### src/design/hdlc_rx_pkg.sv
// Shared types, codes and limits for the HDLC-style frame receiver.
// Depends on nothing; imported by hdlc_style_frame_receiver.
`default_nettype none

package hdlc_rx_pkg;

  localparam int unsigned MAX_PAYLOAD = 1024;
  localparam int unsigned CNT_W       = 11;
  localparam int unsigned CFG_AW      = 5;

  // Channel payload widths
  localparam int unsigned IN_DATA_W  = 8;
  localparam int unsigned IN_USER_W  = 1;
  localparam int unsigned OUT_DATA_W = 32;
  localparam int unsigned OUT_USER_W = 1;

  // Byte count at which a further payload byte overflows (payload plus trailer)
  localparam logic [CNT_W-1:0] CNT_LIMIT = CNT_W'(MAX_PAYLOAD + 1);

  // Input kinds
  localparam logic KIND_BYTE    = 1'b0;
  localparam logic KIND_RESTART = 1'b1;

  // Configuration register indexes
  localparam logic [2:0] REG_FLAG     = 3'd0;
  localparam logic [2:0] REG_ESCAPE   = 3'd1;
  localparam logic [2:0] REG_ESC_FLAG = 3'd2;
  localparam logic [2:0] REG_ESC_ESC  = 3'd3;
  localparam logic [2:0] REG_ADDRESS  = 3'd4;
  localparam logic [2:0] REG_EXP_CTRL = 3'd5;
  localparam logic [2:0] REG_DUP_CTRL = 3'd6;

  // Reported state codes
  localparam logic [3:0] CODE_START  = 4'd0;
  localparam logic [3:0] CODE_FLAG   = 4'd1;
  localparam logic [3:0] CODE_ADDR   = 4'd2;
  localparam logic [3:0] CODE_CTRL   = 4'd3;
  localparam logic [3:0] CODE_HDR    = 4'd4;
  localparam logic [3:0] CODE_DATA   = 4'd5;
  localparam logic [3:0] CODE_ESC    = 4'd6;
  localparam logic [3:0] CODE_STOP   = 4'd7;
  localparam logic [3:0] CODE_DUP    = 4'd8;
  localparam logic [3:0] CODE_REJECT = 4'd9;

  // Frame events
  localparam logic [2:0] EV_NONE     = 3'd0;
  localparam logic [2:0] EV_GOOD     = 3'd1;
  localparam logic [2:0] EV_BAD_FCS  = 3'd2;
  localparam logic [2:0] EV_DUP      = 3'd3;
  localparam logic [2:0] EV_OVERFLOW = 3'd4;

  typedef enum logic [9:0] {
    S_START  = 10'b00_0000_0001,
    S_FLAG   = 10'b00_0000_0010,
    S_ADDR   = 10'b00_0000_0100,
    S_CTRL   = 10'b00_0000_1000,
    S_HDR    = 10'b00_0001_0000,
    S_DATA   = 10'b00_0010_0000,
    S_ESC    = 10'b00_0100_0000,
    S_STOP   = 10'b00_1000_0000,
    S_DUP    = 10'b01_0000_0000,
    S_REJECT = 10'b10_0000_0000
  } rx_state_t;

  typedef struct packed {
    logic [CNT_W-1:0] frame_length;
    logic [2:0]       event_res;
    logic [7:0]       data_byte;
    logic [3:0]       state_code;
  } result_t;

  function automatic logic [3:0] state_to_code(input rx_state_t s);
    logic [3:0] code;
    case (s)
      S_START:  code = CODE_START;
      S_FLAG:   code = CODE_FLAG;
      S_ADDR:   code = CODE_ADDR;
      S_CTRL:   code = CODE_CTRL;
      S_HDR:    code = CODE_HDR;
      S_DATA:   code = CODE_DATA;
      S_ESC:    code = CODE_ESC;
      S_STOP:   code = CODE_STOP;
      S_DUP:    code = CODE_DUP;
      S_REJECT: code = CODE_REJECT;
      default:  code = CODE_START;
    endcase
    return code;
  endfunction

endpackage

`default_nettype wire

### src/design/hdlc_style_frame_receiver.sv
// HDLC-style byte-stuffed frame receiver: header check, destuffing, trailer XOR check.
// Depends on hdlc_rx_pkg (types, codes, limits).
//
//   channel    | dir | handshake                 | payload
//   -----------+-----+---------------------------+------------------------------------------
//   s_axis     | in  | tvalid/tready             | tdata: rx_byte; tuser: kind
//   m_axis     | out | tvalid/tready             | tdata: state_code, data_byte, event_res,
//              |     |                           |        frame_length; tuser: data_valid
//   apb config | in  | psel/penable/pwrite/pready| 7 byte registers at 4*index
//
// The receiver state is updated at the edge a line byte is accepted, and its result is
// registered at that edge, into the output register when it is free or else into the
// skid register, so one result leaves per cycle while the sink keeps tready high. A
// one-entry skid register behind the output register keeps s_axis_tready a flop output;
// while it is full the input stalls. Reset (synchronous) returns the receiver to its
// start state, empties both output stages and loads the register defaults.
`default_nettype none

module hdlc_style_frame_receiver (
  input  wire                                  clk,
  input  wire                                  rst,
  // Line byte stream
  input  wire                                  s_axis_tvalid,
  output logic                                 s_axis_tready,
  input  wire  [hdlc_rx_pkg::IN_DATA_W-1:0]    s_axis_tdata,   // [7:0] rx_byte
  input  wire  [hdlc_rx_pkg::IN_USER_W-1:0]    s_axis_tuser,   // [0] kind
  // Result stream
  output logic                                 m_axis_tvalid,
  input  wire                                  m_axis_tready,
  // [3:0] state_code, [11:4] data_byte, [14:12] event_res, [25:15] frame_length,
  // [31:26] zero
  output logic [hdlc_rx_pkg::OUT_DATA_W-1:0]   m_axis_tdata,
  output logic [hdlc_rx_pkg::OUT_USER_W-1:0]   m_axis_tuser,   // [0] data_valid
  // Configuration
  input  wire                                  psel,
  input  wire                                  penable,
  input  wire                                  pwrite,
  input  wire  [hdlc_rx_pkg::CFG_AW-1:0]       paddr,
  input  wire  [31:0]                          pwdata,
  output logic [31:0]                          prdata,
  output logic                                 pready
);
  import hdlc_rx_pkg::*;

  // ---------------------------------------------------------------------------
  // Configuration registers
  // ---------------------------------------------------------------------------
  logic [7:0] flag_byte;
  logic [7:0] escape_byte;
  logic [7:0] escaped_flag_code;
  logic [7:0] escaped_escape_code;
  logic [7:0] address_byte;
  logic [7:0] expected_ctrl;
  logic [7:0] duplicate_ctrl;

  logic       cfg_write;
  logic [2:0] cfg_index;

  assign pready    = 1'b1;
  assign cfg_write = psel && penable && pwrite && pready;
  assign cfg_index = paddr[4:2];

  always_ff @(posedge clk) begin
    if (rst) begin
      flag_byte           <= 8'd126;
      escape_byte         <= 8'd125;
      escaped_flag_code   <= 8'd94;
      escaped_escape_code <= 8'd93;
      address_byte        <= 8'd3;
      expected_ctrl       <= 8'd0;
      duplicate_ctrl      <= 8'd64;
    end else if (cfg_write) begin
      case (cfg_index)
        REG_FLAG:     flag_byte           <= pwdata[7:0];
        REG_ESCAPE:   escape_byte         <= pwdata[7:0];
        REG_ESC_FLAG: escaped_flag_code   <= pwdata[7:0];
        REG_ESC_ESC:  escaped_escape_code <= pwdata[7:0];
        REG_ADDRESS:  address_byte        <= pwdata[7:0];
        REG_EXP_CTRL: expected_ctrl       <= pwdata[7:0];
        REG_DUP_CTRL: duplicate_ctrl      <= pwdata[7:0];
        default: ;  // write beyond the register list: drop
      endcase
    end
  end

  always_comb begin
    case (cfg_index)
      REG_FLAG:     prdata = {24'd0, flag_byte};
      REG_ESCAPE:   prdata = {24'd0, escape_byte};
      REG_ESC_FLAG: prdata = {24'd0, escaped_flag_code};
      REG_ESC_ESC:  prdata = {24'd0, escaped_escape_code};
      REG_ADDRESS:  prdata = {24'd0, address_byte};
      REG_EXP_CTRL: prdata = {24'd0, expected_ctrl};
      REG_DUP_CTRL: prdata = {24'd0, duplicate_ctrl};
      default:      prdata = 32'd0;
    endcase
  end

  // ---------------------------------------------------------------------------
  // Receiver state
  // ---------------------------------------------------------------------------
  rx_state_t        rx_state, rx_state_next;
  logic [7:0]       running_check, running_check_next;
  logic [7:0]       held_byte, held_byte_next;
  logic             held_valid, held_valid_next;
  logic [7:0]       address_seen, address_seen_next;
  logic [7:0]       control_seen, control_seen_next;
  logic [CNT_W-1:0] byte_count, byte_count_next;

  logic             in_accept;
  logic             kind;
  logic [7:0]       rx_byte;

  // Per-transaction result
  logic             res_valid;
  logic [7:0]       res_byte;
  logic [2:0]       res_event;
  result_t          res_data;

  // Destuffed byte handed to the payload path
  logic             take;
  logic [7:0]       take_value;

  assign in_accept = s_axis_tvalid && s_axis_tready;
  assign kind      = s_axis_tuser[0];
  assign rx_byte   = s_axis_tdata;

  always_comb begin
    rx_state_next      = rx_state;
    running_check_next = running_check;
    held_byte_next     = held_byte;
    held_valid_next    = held_valid;
    address_seen_next  = address_seen;
    control_seen_next  = control_seen;
    byte_count_next    = byte_count;
    res_valid          = 1'b0;
    res_byte           = 8'd0;
    res_event          = EV_NONE;
    take               = 1'b0;
    take_value         = 8'd0;

    if (kind == KIND_RESTART) begin
      // Restart: back to the start state with a clean frame
      rx_state_next      = S_START;
      address_seen_next  = 8'd0;
      control_seen_next  = 8'd0;
      running_check_next = 8'd0;
      held_byte_next     = 8'd0;
      held_valid_next    = 1'b0;
      byte_count_next    = '0;
    end else begin
      case (rx_state)
        S_FLAG: begin
          if (rx_byte == address_byte) begin
            address_seen_next = rx_byte;
            rx_state_next     = S_ADDR;
          end else if (rx_byte == flag_byte) begin
            rx_state_next = S_FLAG;
          end else begin
            rx_state_next = S_START;
          end
        end
        S_ADDR: begin
          if (rx_byte == expected_ctrl) begin
            control_seen_next = rx_byte;
            rx_state_next     = S_CTRL;
          end else if (rx_byte == duplicate_ctrl) begin
            rx_state_next = S_DUP;
            res_event     = EV_DUP;
          end else if (rx_byte == flag_byte) begin
            rx_state_next = S_FLAG;
          end else begin
            rx_state_next = S_START;
          end
        end
        S_CTRL: begin
          if (rx_byte == (address_seen ^ control_seen)) begin
            // Header good: open a fresh payload
            running_check_next = 8'd0;
            held_byte_next     = 8'd0;
            held_valid_next    = 1'b0;
            byte_count_next    = '0;
            rx_state_next      = S_HDR;
          end else if (rx_byte == flag_byte) begin
            rx_state_next = S_FLAG;
          end else begin
            rx_state_next = S_START;
          end
        end
        S_HDR, S_DATA: begin
          // Escape wins over flag when both registers hold the same value
          if (rx_byte == escape_byte) begin
            rx_state_next = S_ESC;
          end else if (rx_byte == flag_byte) begin
            if (byte_count < CNT_W'(2)) begin
              byte_count_next = '0;
              rx_state_next   = S_REJECT;
              res_event       = EV_BAD_FCS;
            end else begin
              byte_count_next = byte_count - CNT_W'(1);
              if (running_check == 8'd0) begin
                rx_state_next = S_STOP;
                res_event     = EV_GOOD;
              end else begin
                rx_state_next = S_REJECT;
                res_event     = EV_BAD_FCS;
              end
            end
            held_valid_next    = 1'b0;
            running_check_next = 8'd0;
          end else begin
            take       = 1'b1;
            take_value = rx_byte;
          end
        end
        S_ESC: begin
          take = 1'b1;
          if (rx_byte == escaped_flag_code) begin
            take_value = flag_byte;
          end else if (rx_byte == escaped_escape_code) begin
            take_value = escape_byte;
          end else begin
            take_value = 8'd0;  // unknown escape code stands for a zero byte
          end
        end
        S_STOP: begin
          // Hold until restart
        end
        default: begin
          // Start, duplicate and reject all hunt for an opening flag
          byte_count_next = '0;
          held_valid_next = 1'b0;
          rx_state_next   = (rx_byte == flag_byte) ? S_FLAG : S_START;
        end
      endcase

      if (take) begin
        if (byte_count >= CNT_LIMIT) begin
          // Overflow: drop the held byte and reject the frame
          if (held_valid && (byte_count != '0)) begin
            byte_count_next = byte_count - CNT_W'(1);
          end
          held_valid_next = 1'b0;
          rx_state_next   = S_REJECT;
          res_event       = EV_OVERFLOW;
        end else begin
          // Release the previous byte, hold the new one back as a trailer candidate
          if (held_valid) begin
            res_valid = 1'b1;
            res_byte  = held_byte;
          end
          held_byte_next     = take_value;
          held_valid_next    = 1'b1;
          running_check_next = running_check ^ take_value;
          byte_count_next    = byte_count + CNT_W'(1);
          rx_state_next      = S_DATA;
        end
      end
    end

    res_data.state_code   = state_to_code(rx_state_next);
    res_data.data_byte    = res_byte;
    res_data.event_res    = res_event;
    res_data.frame_length = byte_count_next - CNT_W'(held_valid_next);
  end

  always_ff @(posedge clk) begin
    if (rst) begin
      rx_state      <= S_START;
      running_check <= 8'd0;
      held_byte     <= 8'd0;
      held_valid    <= 1'b0;
      address_seen  <= 8'd0;
      control_seen  <= 8'd0;
      byte_count    <= '0;
    end else if (in_accept) begin
      rx_state      <= rx_state_next;
      running_check <= running_check_next;
      held_byte     <= held_byte_next;
      held_valid    <= held_valid_next;
      address_seen  <= address_seen_next;
      control_seen  <= control_seen_next;
      byte_count    <= byte_count_next;
    end
  end

  // ---------------------------------------------------------------------------
  // Output register with skid stage
  // ---------------------------------------------------------------------------
  logic    out_valid;
  logic    out_dv;
  result_t out_data;
  logic    skid_valid;
  logic    skid_dv;
  result_t skid_data;

  assign s_axis_tready = !skid_valid;

  always_ff @(posedge clk) begin
    if (rst) begin
      out_valid  <= 1'b0;
      skid_valid <= 1'b0;
    end else if (!out_valid || m_axis_tready) begin
      // Output stage free: refill from the skid first, else from the new transaction
      if (skid_valid) begin
        out_valid  <= 1'b1;
        skid_valid <= 1'b0;
      end else begin
        out_valid <= in_accept;
      end
    end else if (in_accept) begin
      skid_valid <= 1'b1;
    end
  end

  always_ff @(posedge clk) begin
    if (!out_valid || m_axis_tready) begin
      if (skid_valid) begin
        out_data <= skid_data;
        out_dv   <= skid_dv;
      end else if (in_accept) begin
        out_data <= res_data;
        out_dv   <= res_valid;
      end
    end else if (in_accept) begin
      skid_data <= res_data;
      skid_dv   <= res_valid;
    end
  end

  assign m_axis_tvalid = out_valid;
  assign m_axis_tdata  = {(OUT_DATA_W - $bits(result_t))'(0), out_data};
  assign m_axis_tuser  = out_dv;

  // ---------------------------------------------------------------------------
  // Assertions
  // ---------------------------------------------------------------------------
  a_skid_behind_out: assert property (@(posedge clk) disable iff (rst)
    skid_valid |-> out_valid)
    else $error("skid stage full while output stage empty");

  a_held_only_in_payload: assert property (@(posedge clk) disable iff (rst)
    held_valid |-> (rx_state == S_DATA || rx_state == S_ESC))
    else $error("held byte outside payload states");

  a_count_bounded: assert property (@(posedge clk) disable iff (rst)
    byte_count <= CNT_LIMIT)
    else $error("byte count beyond payload limit");

  a_payload_in_data: assert property (@(posedge clk) disable iff (rst)
    (m_axis_tvalid && m_axis_tuser[0]) |-> (out_data.state_code == CODE_DATA &&
                                            out_data.event_res == EV_NONE))
    else $error("payload byte released outside data state");

  a_reset_empties: assert property (@(posedge clk)
    $past(rst) |-> (!out_valid && !skid_valid))
    else $error("output stages not empty after reset");

endmodule

`default_nettype wire

### config.mk
export PLATFORM = sky130hd
export DESIGN_NAME = hdlc_style_frame_receiver
export DESIGN_NICKNAME = d
export VERILOG_FILES = /design/src/design/hdlc_rx_pkg.sv /design/src/design/hdlc_style_frame_receiver.sv
export SDC_FILE = /design/constraint.sdc
export NUM_CORES = 1
export LEC_CHECK = 0
export BUFFER_PORTS_ARGS = -buffer_cell sky130_fd_sc_hd__buf_2
export CAP_MARGIN = 5
export CELL_PAD_IN_SITES_DETAIL_PLACEMENT = 0
export CELL_PAD_IN_SITES_GLOBAL_PLACEMENT = 1
export CORE_MARGIN = 1
export CORE_UTILIZATION = 49
export CTS_CLUSTER_SIZE = 14
export DETAILED_ROUTE_END_ITERATION = 12
export GPL_ROUTABILITY_DRIVEN = 0
export PLACE_DENSITY_LB_ADDON = 0.1
export RECOVER_POWER = 100
export SYNTH_ARGS = -nofsm -noshare
export SYNTH_HDL_FRONTEND = slang
export SYNTH_SLANG_ARGS = --single-unit
export TNS_END_PERCENT = 100
### constraint.sdc
create_clock -name clk -period 12.17 [get_ports clk]
set_clock_uncertainty 0.15 [all_clocks]
set_input_delay 2.434 -clock clk [delete_from_list [all_inputs] [get_ports clk]]
set_output_delay 2.434 -clock clk [all_outputs]
set_load 0.1 [all_outputs]
Yosys cells after proc, flatten, opt, wreduce, memory -nomap -nowiden --
Index checks and enable logic that the tools add are counted.
Word-level totals: bits in registers 166, output and inout port bits 68, logic and storage cells 176, input port bits 53
Operators by class: bitwise logic cells 3, add/sub/neg operators 3, mux-type cells 82, reductions and logical operators 30, $lt $le $gt $ge 2, eq/ne operators 30
Operator list (count):
- 8-bit 2-to-1 mux | 26
- 11-bit 2-to-1 mux | 8
- 10-bit 2-to-1 mux | 7
- 8-bit == test | 8
- 8-bit case mux with 7 select lines | 1
- 26-bit 2-to-1 mux | 2
- 10-bit case mux with 5 select lines | 1
- 4-bit case mux with 9 select lines | 1
- 11-bit case mux with 3 select lines | 1
- 8-bit case mux with 2 select lines | 2
- 10-bit by 2-bit == test with 1-bit output, second input constant | 2
- 10-bit by 3-bit == test with 1-bit output, second input constant | 2
- 10-bit by 4-bit == test with 1-bit output, second input constant | 2
- 10-bit by 5-bit == test with 1-bit output, second input constant | 2
- 10-bit by 6-bit == test with 1-bit output, second input constant | 2
- 10-bit by 7-bit == test with 1-bit output, second input constant | 2
- 10-bit by 8-bit == test with 1-bit output, second input constant | 2
- 9-bit 2-to-1 mux | 2
- 2-bit AND reduction | 9
- 1-bit 2-to-1 mux | 16
- 8-bit XOR | 2
- 2-bit 2-to-1 mux | 7
- 3-bit 2-to-1 mux | 4
- 11-bit by 1-bit adder with 11-bit output, second input constant | 1
- 24 further kinds | 38

Longest topological paths before layout --
depth in word-level cells 12, mapped depth 14, depth with buffers taken out 12

Least setup slack after synthesis --
No wires, ideal clock.
kind input to output, start in paddr[2] (netlist bit), end out prdata[7], arrival 5.652 ns, data required time 9.586 ns, cell stages on the path 5, path slack 3.934 ns, buffers on the path 3, cells stage by stage clkbuf_1 buf_1 clkbuf_1 a22oi_1 o21ai_0
On the way: word-level cells in the longest chain between the ends 2, elaborated cells on any way between the ends 8, those cells by class eq/ne: 6; mux: 1; reduce/logical: 1
Ends and longest elaborated chain:
- start: declaration | line hdlc_style_frame_receiver.sv:38 | input wire [hdlc_rx_pkg::CFG_AW-1:0] paddr,
- 3-bit == test (tied with other cells) | line hdlc_style_frame_receiver.sv:87 | case (cfg_index)
- 8-bit case mux with 7 select lines * | line hdlc_style_frame_receiver.sv:87
- end: declaration | line hdlc_style_frame_receiver.sv:40 | output logic [31:0] prdata,
Every way passes the cells marked *; elsewhere a longest branch is shown, timed or not.

Final worst setup path --
start in paddr[2] (netlist bit), end out prdata[6]
Same word-level chain as after synthesis.

==> metrics.csv <==
metric,value,unit
Syn Area/Cell,9.372,µm²
Area growth syn-to-layout,8.279,%
"Remaining Overflow, GRT",0,
maximum clock frequency,125.9,MHz
actual slew at the worst max-slew pin,3914,ps
Max-slew headroom,-160.9,%
Final #Nets,1115,
clock root buffer,clkbuf_16,
pins over their slew limit,112,
most frequent cell after synthesis,nor2_1,
Worst Setup SP,paddr[2],
FF-to-FF Start,rx_state[1],
H-tree depth,4,
clock buffer depth,2,
GRT Total Usage,25.77,%
async set-reset flop share out of synthesis,0,%
clock share of power,41.3,%
ant diodes,0,
power density over cell area,125.1,mW/mm²
Final Hold Vio Count,0,
maximum vdd drop,0.00009150,V
Int Power,0.0008920,W
Critical Path RT,9590,ps
Mapped Area,0.009672,mm²
height of the die,142.5,µm
first-pass GRT wire length,39950,µm
number of unique standard cell types used by synthesis,82,
num rows,51,
post-synthesis sequential area ratio,39.95,%
remaining antenna violation count after routing,0,
synth top area cells,"dfxtp_1 (23%), edfxtp_1 (17%), mux2i_1 (5.7%)",
Starting DRT DRC Count,455,
commonest cells in the netlist,"nor2_1 (125), dfxtp_1 (112), nand2_1 (78)",
vias in the first global route,7118,
outcome,finished with violations,
Met2 Wirelength,12420,µm
Seq pwr share,44.8,%
CP arrival,5360,ps
port buffer count,63,
post-synth top area share,23.18,%
Post-Syn Instances,1032,
Static Leak,3.745,nW
initial antenna violation count,0,
Post-synth EDFFs,54,
worst min-delay path class,reg2reg,
number of primary I/O pins,121,
switch share,31.94,%
setup TNS,0,ps
setup repair bufs after CTS,0,
Setup Crit Path Kind,in2out,
Tot Pwr,0.001310,W
NetSw,0.0004185,W
Main synth FF type,dfxtp_1,
CTS hold repair buffers,0,
met1 wire length,11450,µm
crit-path max FO,27,
Clock Latency Late Sink,430,ps
cell taking the most area after synthesis,dfxtp_1,
fin crit share,65.24,%
initial core utilization,49.86,%
Ys Warns,0,
crit path launch type,primary input,
Placed Area,0.009968,mm²
MaxCap Viol Count,2,
Synth Register Bits,166,
Tmin final,7940,ps
first-pass detailed-route iteration total,5,
Hold Crit Start,held_byte[4],
CTS tree,yes,
Num CTS Buffers,17,
DR vias,7556,
DP HPWL,17430,µm
wire length on met3,834,µm
fraction of layout cells with a size suffix above 1,11.78,%
Core Area,0.01940,mm²
final setup fails,0,
pin count of the biggest net entering global routing,84,
crit end category,output pin,
Logic pwr share,13.9,%
Residual DRC,0,
failing checks,"capacitance limit, slew limit",
highest routed layer,met4,
Total Routed Length,25050,µm
"Design Area, Final",0.01047,mm²
CTS-repair resized insts,0,
Die X,142.5,µm
Worst-path clk slew,70,ps
Vias/cell,5.660,
RSZ-0062 raised after global routing,false,
clock sinks,166,
die area,0.02030,mm²
routed length per instance,18.76,µm
==> power by group through the flow <==
stage	Sequential [W]	Clock, W	Combinational, W
after floorplan	0.000637	0	0.000122
after global placement	0.000599	0	0.000184
after detailed placement	0.000599	0	0.000184
after CTS	0.000587	0.000553	0.000185
after global routing	0.000588	0.000574	0.000191
final	0.000587	0.000542	0.000182
==> worst paths after layout <==
| check | end | slack, ps | depth (start not counted) |
|---|---|---|---|
| min reg2reg | held_byte[4] | 300 | 2 |
| min | held_byte[4] | 300 | 2 |
| max | prdata[6] | 4230 | 6 |
| max reg2reg | m_axis_tdata[20] | 7140 | 11 |
==> metrics by stage <==
| stage | utilization (%) | cells | setup slack [ps] | hold WS, ps |
|---|---|---|---|---|
| detailed placement | 51.39 | 1303 | 5278 | 293.4 |
| floorplan | - | 1061 | 3934 | 281.9 |
| global route | 53.99 | 1335 | 4106 | 324.2 |
| global placement | 51.39 | 1303 | 5280 | 293.4 |
| CTS | 54.50 | 1335 | 5282 | 303.5 |
| finish | 53.99 | 1335 | 4230 | 300.0 |
==> layout make-up <==
class	instances	area, µm²
Timing Repair Buffer	73	324.1
Inverter	19	71.32
Clock buffer	17	425.4
Multi-Input combinational cell	780	5278
Fill cell	1849	8926
Clock inverter	15	178.9
Tap cell	265	331.6
Sequential cell	166	3864
==> layout by cell type (no fill, tap or decap), types with 30 or more instances in the layout <==
master	netlist	layout
mux2_2	30	30
edfxtp_1	54	54
nor2_1	125	124
dfxtp_1	112	112
clkbuf_1	38	45
xor2_1	31	31
conb_1	2	31
nor2b_1	33	32
mux2i_1	55	55
o21ai_0	34	34
nand2_1	78	78
xnor2_1	34	35
a21oi_1	55	55
==> flip-flops by register name, summed over array words and instances (netlist names), 8 cells and up <==
register             cells
held_byte                8
duplicate_ctrl           8
running_check            8
flag_byte                8
escaped_flag_code        8
skid_data               26
address_byte             8
byte_count              11
escaped_escape_code      8
control_seen             8
expected_ctrl            8
address_seen             8
m_axis_tdata            26
rx_state                10
escape_byte              8
==> critical path: stages <==
cell and delay [ps]:
clkbuf_1 1040, nor2b_1 530, nand2_1 120, o21ai_0 100, mux2_2 210, clkbuf_1 900
==> kinds of logic (layout without fill, tap and decap cells) <==
logic type / after synthesis / count (layout) / share of synthesized area, %
XOR/XNOR: 74 / 74 / 7.917
AND/OR/NAND/NOR: 374 / 374 / 19.35
buffers and inverters: 115 / 124 / 6.339
adder cells (fa/ha/maj): 5 / 5 / 0.6468
AO/OA/AOI/OAI: 205 / 205 / 15.21
flip-flops: 166 / 166 / 39.95
multiplexers: 91 / 91 / 10.50
other: 2 / 31 / 0.07765
==> metal layers <==
metal  up-vias  track usage, %
met4         0           7.470
li1       3698               -
met5         -               0
met1      3645           33.69
met3        23           3.297
met2       190           44.40
(Power assumes the default switching activity.)
